**src/rtl/jsu_pkg.sv**
```systemverilog
package jsu_pkg;

	localparam logic [7:0] CHR_BSLASH = 8'h5C;
	localparam logic [7:0] CHR_QUOTE  = 8'h22;
	localparam logic [7:0] CHR_U      = 8'h75;
	localparam logic [7:0] CHR_N      = 8'h6E;
	localparam logic [7:0] CHR_R      = 8'h72;
	localparam logic [7:0] CHR_B      = 8'h62;
	localparam logic [7:0] CHR_T      = 8'h74;
	localparam logic [7:0] CHR_F      = 8'h66;
	localparam logic [7:0] SUBST_BYTE = 8'h3F;

	localparam logic [15:0] UTF8_LIM1 = 16'h0080;
	localparam logic [15:0] UTF8_LIM2 = 16'h0800;

	localparam logic [1:0] RUN_LEN1 = 2'd1;
	localparam logic [1:0] RUN_LEN2 = 2'd2;
	localparam logic [1:0] RUN_LEN3 = 2'd3;

	typedef struct packed {
		logic [2:0][7:0] bytes;
		logic [1:0]      count;
		logic            done;
	} run_t;

	typedef enum logic [2:0] {
		MODE_NORMAL = 3'b001,
		MODE_ESCAPE = 3'b010,
		MODE_HEX    = 3'b100
	} mode_t;

endpackage

```
**src/rtl/jsu_front.sv**
```systemverilog
module jsu_front (
	input  logic          clk,
	input  logic          arst_n,
	input  logic [7:0]    in_byte,
	input  logic          in_last,
	input  logic          push,
	input  logic          q_full,
	output logic          q_push,
	output jsu_pkg::run_t q_data
);
	import jsu_pkg::*;

	mode_t       mode_q;
	logic [1:0]  cnt_q;
	logic [15:0] acc_q;

	mode_t       mode_d;
	logic [1:0]  cnt_d;
	logic [15:0] acc_d;
	logic [15:0] acc_next;
	logic        accept;
	run_t        run;

	function automatic logic [3:0] hex_value(input logic [7:0] c);
		logic [3:0] v;
		v = 4'd0;
		if (c >= 8'h30 && c <= 8'h39) v = 4'(c - 8'h30);
		else if (c >= 8'h61 && c <= 8'h66) v = 4'(c - 8'h57);
		else if (c >= 8'h41 && c <= 8'h46) v = 4'(c - 8'h37);
		return v;
	endfunction

	function automatic logic [7:0] simple_escape(input logic [7:0] c);
		logic [7:0] r;
		case (c)
			CHR_N:      r = 8'h0A;
			CHR_R:      r = 8'h0D;
			CHR_B:      r = 8'h08;
			CHR_T:      r = 8'h09;
			CHR_F:      r = 8'h0C;
			CHR_BSLASH: r = CHR_BSLASH;
			CHR_QUOTE:  r = CHR_QUOTE;
			default:    r = SUBST_BYTE;
		endcase
		return r;
	endfunction

	assign accept   = push && !q_full;
	assign acc_next = {acc_q[11:0], hex_value(in_byte)};

	always_comb begin
		mode_d    = mode_q;
		cnt_d     = cnt_q;
		acc_d     = acc_q;
		run.bytes = '0;
		run.count = '0;
		run.done  = in_last;
		case (mode_q)
			MODE_ESCAPE: begin
				if (in_byte == CHR_U) begin
					mode_d = MODE_HEX;
					cnt_d  = 2'd0;
					acc_d  = 16'd0;
				end else begin
					run.bytes[0] = simple_escape(in_byte);
					run.count    = RUN_LEN1;
					mode_d       = MODE_NORMAL;
				end
			end
			MODE_HEX: begin
				if (cnt_q == 2'd3) begin
					if (acc_next < UTF8_LIM1) begin
						run.bytes[0] = acc_next[7:0];
						run.count    = RUN_LEN1;
					end else if (acc_next < UTF8_LIM2) begin
						run.bytes[0] = {3'b110, acc_next[10:6]};
						run.bytes[1] = {2'b10, acc_next[5:0]};
						run.count    = RUN_LEN2;
					end else begin
						run.bytes[0] = {4'b1110, acc_next[15:12]};
						run.bytes[1] = {2'b10, acc_next[11:6]};
						run.bytes[2] = {2'b10, acc_next[5:0]};
						run.count    = RUN_LEN3;
					end
					mode_d = MODE_NORMAL;
					cnt_d  = 2'd0;
					acc_d  = 16'd0;
				end else begin
					cnt_d = cnt_q + 2'd1;
					acc_d = acc_next;
				end
			end
			default: begin
				if (in_byte == CHR_BSLASH) begin
					mode_d = MODE_ESCAPE;
				end else begin
					run.bytes[0] = in_byte;
					run.count    = RUN_LEN1;
					mode_d       = MODE_NORMAL;
				end
			end
		endcase
		if (in_last) begin
			if (run.count == 2'd0) begin
				run.bytes[0] = SUBST_BYTE;
				run.count    = RUN_LEN1;
			end
			mode_d = MODE_NORMAL;
			cnt_d  = 2'd0;
			acc_d  = 16'd0;
		end
	end

	assign q_push = accept && (run.count != 2'd0);
	assign q_data = run;

	always_ff @(posedge clk or negedge arst_n) begin
		if (!arst_n) begin
			mode_q <= MODE_NORMAL;
			cnt_q  <= 2'd0;
			acc_q  <= 16'd0;
		end else if (accept) begin
			mode_q <= mode_d;
			cnt_q  <= cnt_d;
			acc_q  <= acc_d;
		end
	end

`ifndef SYNTHESIS
	a_last_clears: assert property (@(posedge clk) disable iff (!arst_n)
		(accept && in_last) |=> (mode_q == MODE_NORMAL && cnt_q == 2'd0 && acc_q == 16'd0))
		else $error("state not cleared after string end");
	a_cnt_in_hex: assert property (@(posedge clk) disable iff (!arst_n)
		(cnt_q != 2'd0) |-> (mode_q == MODE_HEX))
		else $error("hex digit count outside hex mode");
	a_last_pushes: assert property (@(posedge clk) disable iff (!arst_n)
		(accept && in_last) |-> q_push)
		else $error("string end produced no result");
`endif

endmodule

```
**src/rtl/jsu_fifo.sv**
```systemverilog
module jsu_fifo #(
	parameter int DEPTH = 4
) (
	input  logic          clk,
	input  logic          arst_n,
	input  logic          wr,
	input  jsu_pkg::run_t wr_data,
	input  logic          rd,
	output jsu_pkg::run_t rd_data,
	output logic          full,
	output logic          empty
);
	import jsu_pkg::*;

	localparam int PW = (DEPTH > 1) ? $clog2(DEPTH) : 1;
	localparam int CW = $clog2(DEPTH + 1);
	localparam logic [PW-1:0] LAST_PTR = PW'(DEPTH - 1);
	localparam logic [CW-1:0] FULL_CNT = CW'(DEPTH);

	run_t          mem_q [DEPTH];
	logic [PW-1:0] wr_ptr_q;
	logic [PW-1:0] rd_ptr_q;
	logic [CW-1:0] cnt_q;

	assign full    = cnt_q == FULL_CNT;
	assign empty   = cnt_q == '0;
	assign rd_data = mem_q[rd_ptr_q];

	always_ff @(posedge clk) begin
		if (wr) begin
			mem_q[wr_ptr_q] <= wr_data;
		end
	end

	always_ff @(posedge clk or negedge arst_n) begin
		if (!arst_n) begin
			wr_ptr_q <= '0;
			rd_ptr_q <= '0;
			cnt_q    <= '0;
		end else begin
			if (wr) begin
				wr_ptr_q <= (wr_ptr_q == LAST_PTR) ? '0 : wr_ptr_q + PW'(1);
			end
			if (rd) begin
				rd_ptr_q <= (rd_ptr_q == LAST_PTR) ? '0 : rd_ptr_q + PW'(1);
			end
			if (wr && !rd) begin
				cnt_q <= cnt_q + CW'(1);
			end else if (rd && !wr) begin
				cnt_q <= cnt_q - CW'(1);
			end
		end
	end

`ifndef SYNTHESIS
	a_no_overflow: assert property (@(posedge clk) disable iff (!arst_n)
		cnt_q <= FULL_CNT)
		else $error("queue count overflow");
	a_no_underread: assert property (@(posedge clk) disable iff (!arst_n)
		rd |-> !empty)
		else $error("read from empty queue");
`endif

endmodule

```
**src/rtl/jsu_back.sv**
```systemverilog
module jsu_back (
	input  logic          clk,
	input  logic          arst_n,
	input  jsu_pkg::run_t q_data,
	input  logic          q_empty,
	output logic          q_pop,
	output logic [7:0]    out_byte,
	output logic          run_last,
	output logic          string_done,
	output logic          empty,
	input  logic          pop
);
	import jsu_pkg::*;

	run_t       cur_q;
	logic [1:0] idx_q;
	logic       valid_q;
	logic       take;
	logic       fin;

	always_comb begin
		case (idx_q)
			2'd0:    out_byte = cur_q.bytes[0];
			2'd1:    out_byte = cur_q.bytes[1];
			default: out_byte = cur_q.bytes[2];
		endcase
	end

	assign run_last    = idx_q == (cur_q.count - 2'd1);
	assign string_done = run_last && cur_q.done;
	assign empty       = !valid_q;
	assign take        = pop && valid_q;
	assign fin         = !valid_q || (take && run_last);
	assign q_pop       = fin && !q_empty;

	always_ff @(posedge clk) begin
		if (q_pop) begin
			cur_q <= q_data;
		end
	end

	always_ff @(posedge clk or negedge arst_n) begin
		if (!arst_n) begin
			valid_q <= 1'b0;
			idx_q   <= 2'd0;
		end else if (fin) begin
			valid_q <= !q_empty;
			idx_q   <= 2'd0;
		end else if (take) begin
			idx_q <= idx_q + 2'd1;
		end
	end

`ifndef SYNTHESIS
	a_hold_on_stall: assert property (@(posedge clk) disable iff (!arst_n)
		(valid_q && !pop) |=> (valid_q && $stable(idx_q)))
		else $error("result changed while stalled");
	a_idx_in_run: assert property (@(posedge clk) disable iff (!arst_n)
		valid_q |-> (idx_q < cur_q.count))
		else $error("byte index beyond run");
`endif

endmodule

```
**src/rtl/json_string_unescaper.sv**
```systemverilog
// JSON string body unescaper.
// Input queue side: present in_byte/in_last with push; a request is taken
// at a clock edge where push is high and full is low. in_last marks the
// final byte of a string and returns all escape state to normal afterward.
// Result queue side: while empty is low, out_byte, run_last and string_done
// show the oldest result; pop high at an edge takes it.
// An ordinary byte or simple escape yields one result; the fourth hex digit
// of a \u escape yields one to three UTF-8 bytes; other escape bytes yield
// none, but a final byte (in_last) that yields none yields a substitute byte.
// run_last flags the final byte from one input byte, string_done the final
// byte of the string. A result passes through the queue and then the output
// register before it shows on the output ports. Throughput: one input byte
// per cycle while full is low, one result per cycle while pop is high; the
// decoder writes a whole run per taken byte into a DEPTH-entry queue.
// Stall: when pop stays low the output holds, the queue fills and full
// rises until space frees up.
// Reset: escape state returns to normal copying and the queue empties.
module json_string_unescaper #(
	parameter int DEPTH = 4
) (
	input  logic       clk,
	input  logic       arst_n,
	input  logic [7:0] in_byte,
	input  logic       in_last,
	input  logic       push,
	output logic       full,
	output logic [7:0] out_byte,
	output logic       run_last,
	output logic       string_done,
	output logic       empty,
	input  logic       pop
);
	import jsu_pkg::*;

	run_t fq_wr_data;
	run_t fq_rd_data;
	logic fq_wr;
	logic fq_rd;
	logic fq_empty;

	jsu_front u_front (
		.clk    (clk),
		.arst_n (arst_n),
		.in_byte(in_byte),
		.in_last(in_last),
		.push   (push),
		.q_full (full),
		.q_push (fq_wr),
		.q_data (fq_wr_data)
	);

	jsu_fifo #(
		.DEPTH(DEPTH)
	) u_fifo (
		.clk    (clk),
		.arst_n (arst_n),
		.wr     (fq_wr),
		.wr_data(fq_wr_data),
		.rd     (fq_rd),
		.rd_data(fq_rd_data),
		.full   (full),
		.empty  (fq_empty)
	);

	jsu_back u_back (
		.clk        (clk),
		.arst_n     (arst_n),
		.q_data     (fq_rd_data),
		.q_empty    (fq_empty),
		.q_pop      (fq_rd),
		.out_byte   (out_byte),
		.run_last   (run_last),
		.string_done(string_done),
		.empty      (empty),
		.pop        (pop)
	);

endmodule

```
**config.mk**
```make
export PLATFORM = sky130hd
export DESIGN_NAME = json_string_unescaper
export DESIGN_NICKNAME = d
export VERILOG_FILES = /design/src/rtl/jsu_pkg.sv /design/src/rtl/jsu_front.sv /design/src/rtl/jsu_fifo.sv /design/src/rtl/jsu_back.sv /design/src/rtl/json_string_unescaper.sv
export SDC_FILE = /design/constraint.sdc
export NUM_CORES = 1
export LEC_CHECK = 0
export BUFFER_PORTS_ARGS = -buffer_cell sky130_fd_sc_hd__buf_2
export CAP_MARGIN = 20
export CORE_MARGIN = 2
export CORE_UTILIZATION = 30
export CTS_BUF_LIST = sky130_fd_sc_hd__clkbuf_8
export CTS_CLUSTER_SIZE = 16
export DETAILED_ROUTE_END_ITERATION = 6
export GPL_TIMING_DRIVEN = 0
export PLACE_DENSITY = 0.46
export SYNTH_ARGS = -nofsm -noshare
export SYNTH_HDL_FRONTEND = slang
export SYNTH_HIERARCHICAL = 1
export SYNTH_SLANG_ARGS = --single-unit
```
**constraint.sdc**
```tcl
create_clock -name clk -period 6.95 [get_ports clk]
set_input_delay 1.7375 -clock clk [delete_from_list [all_inputs] [get_ports clk]]
set_output_delay 1.7375 -clock clk [all_outputs]
set_load 0.1 [all_outputs]
```
==> parameters.txt, run 1 <==
Parameter                              Value

Outcome
  Result of the run    finished, final reports clean

Power
  Leak pwr    2.832 nW
  Peak supply drop    281.1 uV
  Seq pwr share    0.421
  Switching share of power    0.3712
  Combinational cell fraction of total power    0.356
  Reported net switching power    1.216 mW
  Clock Power Share    0.223
  Power per unit of standard cell area    404.6 nW/um2
  Internal portion of total power    just over 2 mW

Synthesis
  Mux contribution to synthesized area    0.09430
  Cell variety after synth    slightly below 70
  Post-synthesis sequential element count    162
  Synth Area per Inst    15.13 um2
  Simple-gate portion of the synthesized area    0.1010
  Count of flip-flops with a built-in enable after synthesis    135
  Share of the synthesized netlist area taken by xor and xnor gates    0.006158
  Warnings, synthesis    6
  Post-Synthesis Cells    470
  Share of flip-flops with an asynchronous set or reset after synthesis    0.1667
  Portion of the post-synthesis area used by sequential elements    0.6652
  Post-synthesis instance area    approximately 7000 um2
  Dominant combinational cell family by area after synthesis    simple AND/OR/NAND/NOR gates
  Compound-Gate Fraction of Synth Area    0.08005
  Share of synthesized cell area in full adder, half adder and majority cells    0.02569
  Most used DFF post-synth    sky130_fd_sc_hd__edfxtp_1

Critical path
  Critical Path Source Type    register
  Crit Path Category    register to primary output
  Critical Path RT    5210 ps
  Critical Path Sink Type    primary output
  CP max stage delay    590 ps
  Worst path cell trace    inv_1 -> ha_1 -> buf_2 -> nor2_1 -> nand2_1 -> nand2_1 -> buf_2
  CP startpoint    u_back/idx_q[0]
  Arrival time worst endpoint    2650 ps
  Reg-to-Reg Start    u_front/mode_q[1]
  Max FO, Critical Path    9
  CP max-delay cell    sky130_fd_sc_hd__nor2_1

STA
  Layout Skew    8.890 ps
  Setup-failing EPs final    0
  Clock period minus worst slack    4389 ps
  Worst slew margin relative to its limit    0.4378
  F_max    approximately 0.23 GHz
  Worst-case setup margin in the final layout    2561 ps
  Number of failing hold endpoints at the final stage    0
  Max Transition Viols Final    0
  Setup repair after global routing missed its margin    no
  Fin Setup TNS    0 ps
  Post-route clock period utilization    0.6315
  Slew @ Worst Pin    about 840 ps

Clocking
  Clock Latency Late Sink    430 ps
  Clock sink total    162
  TritonCTS Buffers    17
  Clk slew on worst S/H paths    80 ps
  Library cell used as clock root buffer    sky130_fd_sc_hd__clkbuf_8
  Clock tree from TritonCTS    done
  Number of setup buffers added after CTS    0
  CTS Hold Bufs    0
  Buffers from clock root to sink, at most    2
  Number of gates resized after cts    0
  Number of levels in the clock H-tree    4

Die
  Count of boundary I/O pins    25
  Die X    between 150 and 200 um
  CORE AREA    23400 um2
  Area enclosed by the die boundary    between 20000 and 25000 um2
  Die Y    ~160 um
  Starting Density    0.3039
  Row Count    56

Routing
  Routed length per placed instance    18.67 um
  DR WL met2    7.862 mm
  Final Routed Wirelength    between 15 and 20 mm
  Drt pass-1 iters    7
  Highest routed metal layer    met4
  Detail Route met3 WL    599 um
  Vias post-DR    4101
  Final routed DRC violation total    0
  Routed Antenna Nets    0
  Met1 routed wirelength after detailed routing    7.222 mm
  Drt initial violations    a little over 300
  Vias per std cell    4.848

Global routing
  Tot GR Track Use    0.1330
  Vias in the first global route    between 4000 and 5000
  Sum of overflow across all layers after global routing    0
  Largest net degree at the start of global routing    28
  Antenna violations before repair    0
  Global-route wire length before repair    24.15 mm

Layout
  Layout cell share with drive strength beyond 1    0.2163
  Final-layout fill cell count    between 2000 and 2500
  Area growth from synthesis to final layout    13.86%
  Diode count    0
  Final Net Count    541

Min path
  Source of the worst hold timing path    u_fifo/cnt_q[2]
  Path class of the lowest-slack min-delay path    register to register

Place
  Port Buf Inserts    22
  DP Wirelength    10.42 mm
  Placer's final routability congestion estimate    0.7844
  Setup slack after placement    2152 ps

Job
  Maxcap violations    0
## path summary, 6_finish.rpt
| path | slack, ps | end | depth (start not counted) |
|---|---|---|---|
| setup / recovery | 2560 | out_byte[3] | 7 |
| hold / removal | 490 | u_fifo/cnt_q[2] | 1 |
| setup reg to reg | 4130 | u_fifo/mem_q[1][15] | 5 |
| hold reg to reg | 490 | u_fifo/cnt_q[2] | 1 |
| max in group asynchronous | 5200 | u_front/acc_q[7] | 1 |
| min in group asynchronous | 1320 | u_fifo/cnt_q[1] | 1 |
## worst max-delay path: cells and delay by family, from the launching register on
| kind | cells | cell delay [ps] |
|---|---|---|
| adder cells (fa/ha/maj) | 1 | 200 |
| buffers and inverters | 3 | 720 |
| flip-flops | 1 | 420 |
| AND/OR/NAND/NOR | 3 | 870 |
## cells by family (layout without fill, tap and decap cells)
| family | after synthesis | in the layout |
|---|---|---|
| XOR/XNOR | 5 | 5 |
| flip-flops | 162 | 162 |
| adder cells (fa/ha/maj) | 14 | 14 |
| other | 1 | 2 |
| AO/OA/AOI/OAI | 81 | 81 |
| AND/OR/NAND/NOR | 138 | 138 |
| multiplexers | 32 | 32 |
| buffers and inverters | 37 | 93 |
## registers in the layout, summed over array words and instances (netlist names)
register         flops
u_fifo/mem_q       108
u_back/cur_q        27
u_front/acc_q       12
u_fifo/cnt_q         3
u_front/mode_q       3
u_back/idx_q         2
u_fifo/rd_ptr_q      2
u_fifo/wr_ptr_q      2
u_front/cnt_q        2
u_back/valid_q       1
## synth_stat cells, types with 6 or more instances
cell	number	share of area
sky130_fd_sc_hd__nor2_1	23	0.012
sky130_fd_sc_hd__inv_1	15	0.0079
sky130_fd_sc_hd__dfrtp_1	26	0.091
sky130_fd_sc_hd__a22oi_1	14	0.015
sky130_fd_sc_hd__ha_1	13	0.023
sky130_fd_sc_hd__mux4_2	26	0.082
sky130_fd_sc_hd__nor3_1	6	0.0042
sky130_fd_sc_hd__a21oi_1	11	0.0077
sky130_fd_sc_hd__edfxtp_1	135	0.57
sky130_fd_sc_hd__buf_2	7	0.0049
sky130_fd_sc_hd__nand2_1	52	0.027
sky130_fd_sc_hd__a21o_1	6	0.0063
sky130_fd_sc_hd__o21ai_0	13	0.0091
sky130_fd_sc_hd__clkbuf_1	7	0.0037
sky130_fd_sc_hd__nand3_1	6	0.0042
sky130_fd_sc_hd__nand2b_1	9	0.0079
sky130_fd_sc_hd__and2_1	9	0.0079
## metal layers
layer / vias to the layer above / global-route usage
li1: 1906 / -
met1: 2091 / 0.1758
met2: 98 / 0.2193
met3: 6 / 0.03093
met4: 0 / 0.03861
met5: - / 0
## through the flow
step | cell area (um2) | power (mW) | utilization | std cells | hold slack [ps]
6_report | 8098 | 3.277 | 0.3460 | 846 | 493.9
3_5_place_dp | 7664 | 2.603 | 0.3275 | 813 | 486.0
5_1_grt | 8098 | 3.443 | 0.3460 | 846 | 524.1
4_1_cts | 8090 | 3.337 | 0.3457 | 845 | 498.0
2_1_floorplan | 7116 | 2.290 | - | 471 | 453.8
3_3_place_gp | 7625 | 2.562 | 0.3258 | 812 | 472.0
## power groups by stage
| stage | sequential [mW] | combinational (mW) | clock, mW |
|---|---|---|---|
| 2_1_floorplan | 1.38 | 0.905 | 0 |
| 3_3_place_gp | 1.40 | 1.16 | 0 |
| 3_5_place_dp | 1.40 | 1.20 | 0 |
| 4_1_cts | 1.38 | 1.20 | 0.753 |
| 5_1_grt | 1.40 | 1.25 | 0.794 |
| 6_report | 1.38 | 1.17 | 0.731 |
## placed cells by master (no fill, tap or decap), types with 5 or more instances in the layout
cell type / instances
sky130_fd_sc_hd__edfxtp_1: 135
sky130_fd_sc_hd__nand2_1: 52
sky130_fd_sc_hd__buf_2: 29
sky130_fd_sc_hd__dfrtp_1: 26
sky130_fd_sc_hd__mux4_2: 26
sky130_fd_sc_hd__nor2_1: 23
sky130_fd_sc_hd__clkbuf_8: 17
sky130_fd_sc_hd__inv_1: 17
sky130_fd_sc_hd__a22oi_1: 14
sky130_fd_sc_hd__ha_1: 13
sky130_fd_sc_hd__o21ai_0: 13
sky130_fd_sc_hd__a21oi_1: 11
sky130_fd_sc_hd__nand2b_1: 9
sky130_fd_sc_hd__clkbuf_1: 7
sky130_fd_sc_hd__buf_4: 6
sky130_fd_sc_hd__nand3_1: 6
sky130_fd_sc_hd__nor3_1: 6
sky130_fd_sc_hd__a21o_1: 6
sky130_fd_sc_hd__and2_1: 5
sky130_fd_sc_hd__a31oi_1: 5
sky130_fd_sc_hd__nor2b_1: 5
sky130_fd_sc_hd__o31ai_1: 5
## layout make-up
type,count,area [um2],area share
multi-input cells,272,2211,0.2730
plain buffers,21,130.1,0.01607
inverters,16,62.56,0.007726
repair buffers,24,137.6,0.01700
clock buffers,17,234.0,0.02889
flip-flops and latches,162,4731,0.5842
well taps,319,399.1,0.04929
clock inverters,15,192.7,0.02379
No activity file was read; power rests on OpenSTA's default activity.
==> run 2: changes to the inputs <==
clock period = 4.2 ns   (was 6.95 ns; I/O delays follow)
==> parameters.txt, run 2 (synthesized netlist as in run 1, its figures left out) <==
Parameter                              Value

Outcome
  Result of the run    finished, final reports clean

Clocking
  Library cell used as clock root buffer    sky130_fd_sc_hd__clkbuf_8
  Clock Latency Late Sink    440 ps (about the same)
  Clk slew on worst S/H paths    90 ps (about the same)
  Clock sink total    162 (unchanged)
  Number of setup buffers added after CTS    0 (unchanged)
  Buffers from clock root to sink, at most    2 (unchanged)
  Number of gates resized after cts    0 (unchanged)
  Number of levels in the clock H-tree    4 (unchanged)
  Clock tree from TritonCTS    done
  TritonCTS Buffers    17 (unchanged)
  CTS Hold Bufs    0 (unchanged)

Layout
  Total non-filler cell area in the finished layout    8129 um2 (+0.39%)
  Layout cell share with drive strength beyond 1    0.2186 (+0.002312)
  Top library cells by usage in the layout, fill and taps aside    sky130_fd_sc_hd__edfxtp_1, sky130_fd_sc_hd__nand2_1, sky130_fd_sc_hd__buf_2, sky130_fd_sc_hd__dfrtp_1, sky130_fd_sc_hd__mux4_2
  Most common cell after layout, fill and taps aside    sky130_fd_sc_hd__edfxtp_1
  Largest registers    u_fifo/mem_q (108), u_back/cur_q (27), u_front/acc_q (12)
  Register name with the most flops    u_fifo/mem_q
  Final Net Count    541 (unchanged)
  Area growth from synthesis to final layout    14.30%
  Diode count    0 (unchanged)
  Largest register FFs    108 (unchanged)

Global routing
  Antenna violations before repair    0 (unchanged)
  Sum of overflow across all layers after global routing    0 (unchanged)
  Tot GR Track Use    0.1356 (+0.002647)
  Largest net degree at the start of global routing    28 (unchanged)
  Global-route wire length before repair    24.74 mm (+2.5%)
  Vias in the first global route    4193 (+0.26%)

Min path
  Path class of the lowest-slack min-delay path    register to register

Place
  Port Buf Inserts    22 (unchanged)
  Placer's final routability congestion estimate    0.7778 (-0.84%)
  Setup slack after placement    148.1 ps (-2004 ps)
  Placed cell area    7676 um2 (+0.16%)
  DP Wirelength    10.55 mm (+1.2%)

Routing
  Drt initial violations    289 (-7.1%)
  DR WL met2    7.750 mm (-1.4%)
  Detail Route met3 WL    591 um (-1.3%)
  Final routed DRC violation total    0 (unchanged)
  Vias per std cell    4.845 (about the same)
  Drt pass-1 iters    5 (-2)
  Routed Antenna Nets    0 (unchanged)
  Final Routed Wirelength    15.87 mm (+0.46%)
  Routed length per placed instance    18.78 um (+0.57%)
  Met1 routed wirelength after detailed routing    7.350 mm (+1.8%)
  Highest routed metal layer    met4
  Vias post-DR    4094 (-0.17%)

STA
  F_max    approximately 0.27 GHz
  Post-route clock period utilization    0.8902
  Setup repair after global routing missed its margin    no
  Slew @ Worst Pin    869.7 ps (+26.41 ps)
  Number of failing hold endpoints at the final stage    0 (unchanged)
  Layout Skew    12.37 ps (+3.482 ps)
  Worst slew margin relative to its limit    0.4202 (-0.01760)
  Clock period minus worst slack    3739 ps
  Worst-case setup margin in the final layout    461.1 ps (-2100 ps)
  Max Transition Viols Final    0 (unchanged)
  Setup-failing EPs final    0 (unchanged)
  Minimum hold slack    488.4 ps (-5.451 ps)

Critical path
  Critical Path Source Type    register
  Max FO, Critical Path    9 (unchanged)
  Critical Path RT    3150 ps (-2060 ps)
  Crit Path Category    register to primary output
  Critical Path Sink Type    primary output
  Arrival time worst endpoint    2690 ps (+40 ps)

Job
  Maxcap violations    0 (unchanged)

Power
  Power per unit of standard cell area    673.0 nW/um2 (+66%)
  Peak supply drop    270.0 uV (-4.0%)
  Leak pwr    2.859 nW (+0.97%)

Die
  Row Count    56 (unchanged)
  CORE AREA    23400 um2 (unchanged)
  Die Y    158.0 um (unchanged)
  Die X    158.0 um (unchanged)
  Area enclosed by the die boundary    24950 um2 (unchanged)
  Starting Density    0.3039 (unchanged)
  Count of boundary I/O pins    25 (unchanged)
## run 2: path summary, 6_finish.rpt
kind                                 startpoint                to  slack (ps)  cells after the start
worst min-delay path            u_fifo/cnt_q[2]   u_fifo/cnt_q[2]         490                      1
min in group asynchronous                arst_n   u_fifo/cnt_q[1]         620                      1
worst max register to register  u_back/idx_q[1]   u_fifo/cnt_q[1]        1350                      8
worst max-delay path            u_back/idx_q[0]       out_byte[3]         460                      7
max in group asynchronous                arst_n  u_front/acc_q[7]        3150                      1
worst min register to register  u_fifo/cnt_q[2]   u_fifo/cnt_q[2]         490                      1
## run 2: report_power, final
| part | total [mW] | leakage (nW) | switching (mW) | internal, mW |
|---|---|---|---|---|
| Combinational | 1.93 | 1.04 | 1.34 | 0.593 |
| Sequential | 2.27 | 1.61 | 0.107 | 2.17 |
| Clock | 1.27 | 0.214 | 0.564 | 0.703 |
| Total | 5.47 | 2.86 | 2.01 | 3.46 |
## run 2: cell type report
| type | count | area [um2] |
|---|---|---|
| Clock buffer | 17 | 234.0 |
| Sequential cell | 162 | 4731 |
| Timing Repair Buffer | 24 | 145.1 |
| Fill cell | 2311 | 15270 |
| Clock inverter | 14 | 211.5 |
| Multi-Input combinational cell | 272 | 2216 |
| Buffer | 21 | 130.1 |
| Inverter | 16 | 62.56 |
| Tap cell | 319 | 399.1 |
## run 2: critical path, cell delays in order (launching register included)
cell and delay [ps]:
sky130_fd_sc_hd__dfrtp_1 420, sky130_fd_sc_hd__inv_1 80, sky130_fd_sc_hd__ha_1 190, sky130_fd_sc_hd__buf_2 200, sky130_fd_sc_hd__nor2_1 570, sky130_fd_sc_hd__nand2_1 230
sky130_fd_sc_hd__nand2_1 120, sky130_fd_sc_hd__buf_2 430
## run 2: stage by stage
stage | total power, mW | setup TNS (ps) | cells | util
2_1_floorplan | 3.775 | 0 | 471 | -
3_3_place_gp | 4.231 | -47440 | 812 | 0.3260
3_5_place_dp | 4.296 | 0 | 813 | 0.3280
4_1_cts | 5.566 | 0 | 844 | 0.3470
5_1_grt | 5.758 | 0 | 845 | 0.3474
6_report | 5.471 | 0 | 845 | 0.3474
## run 2: layer usage
layer	global-route usage	vias to the layer above
met3	0.02683	12
met2	0.2195	96
li1	-	1902
met4	0.03990	0
met1	0.1856	2084
met5	0	-
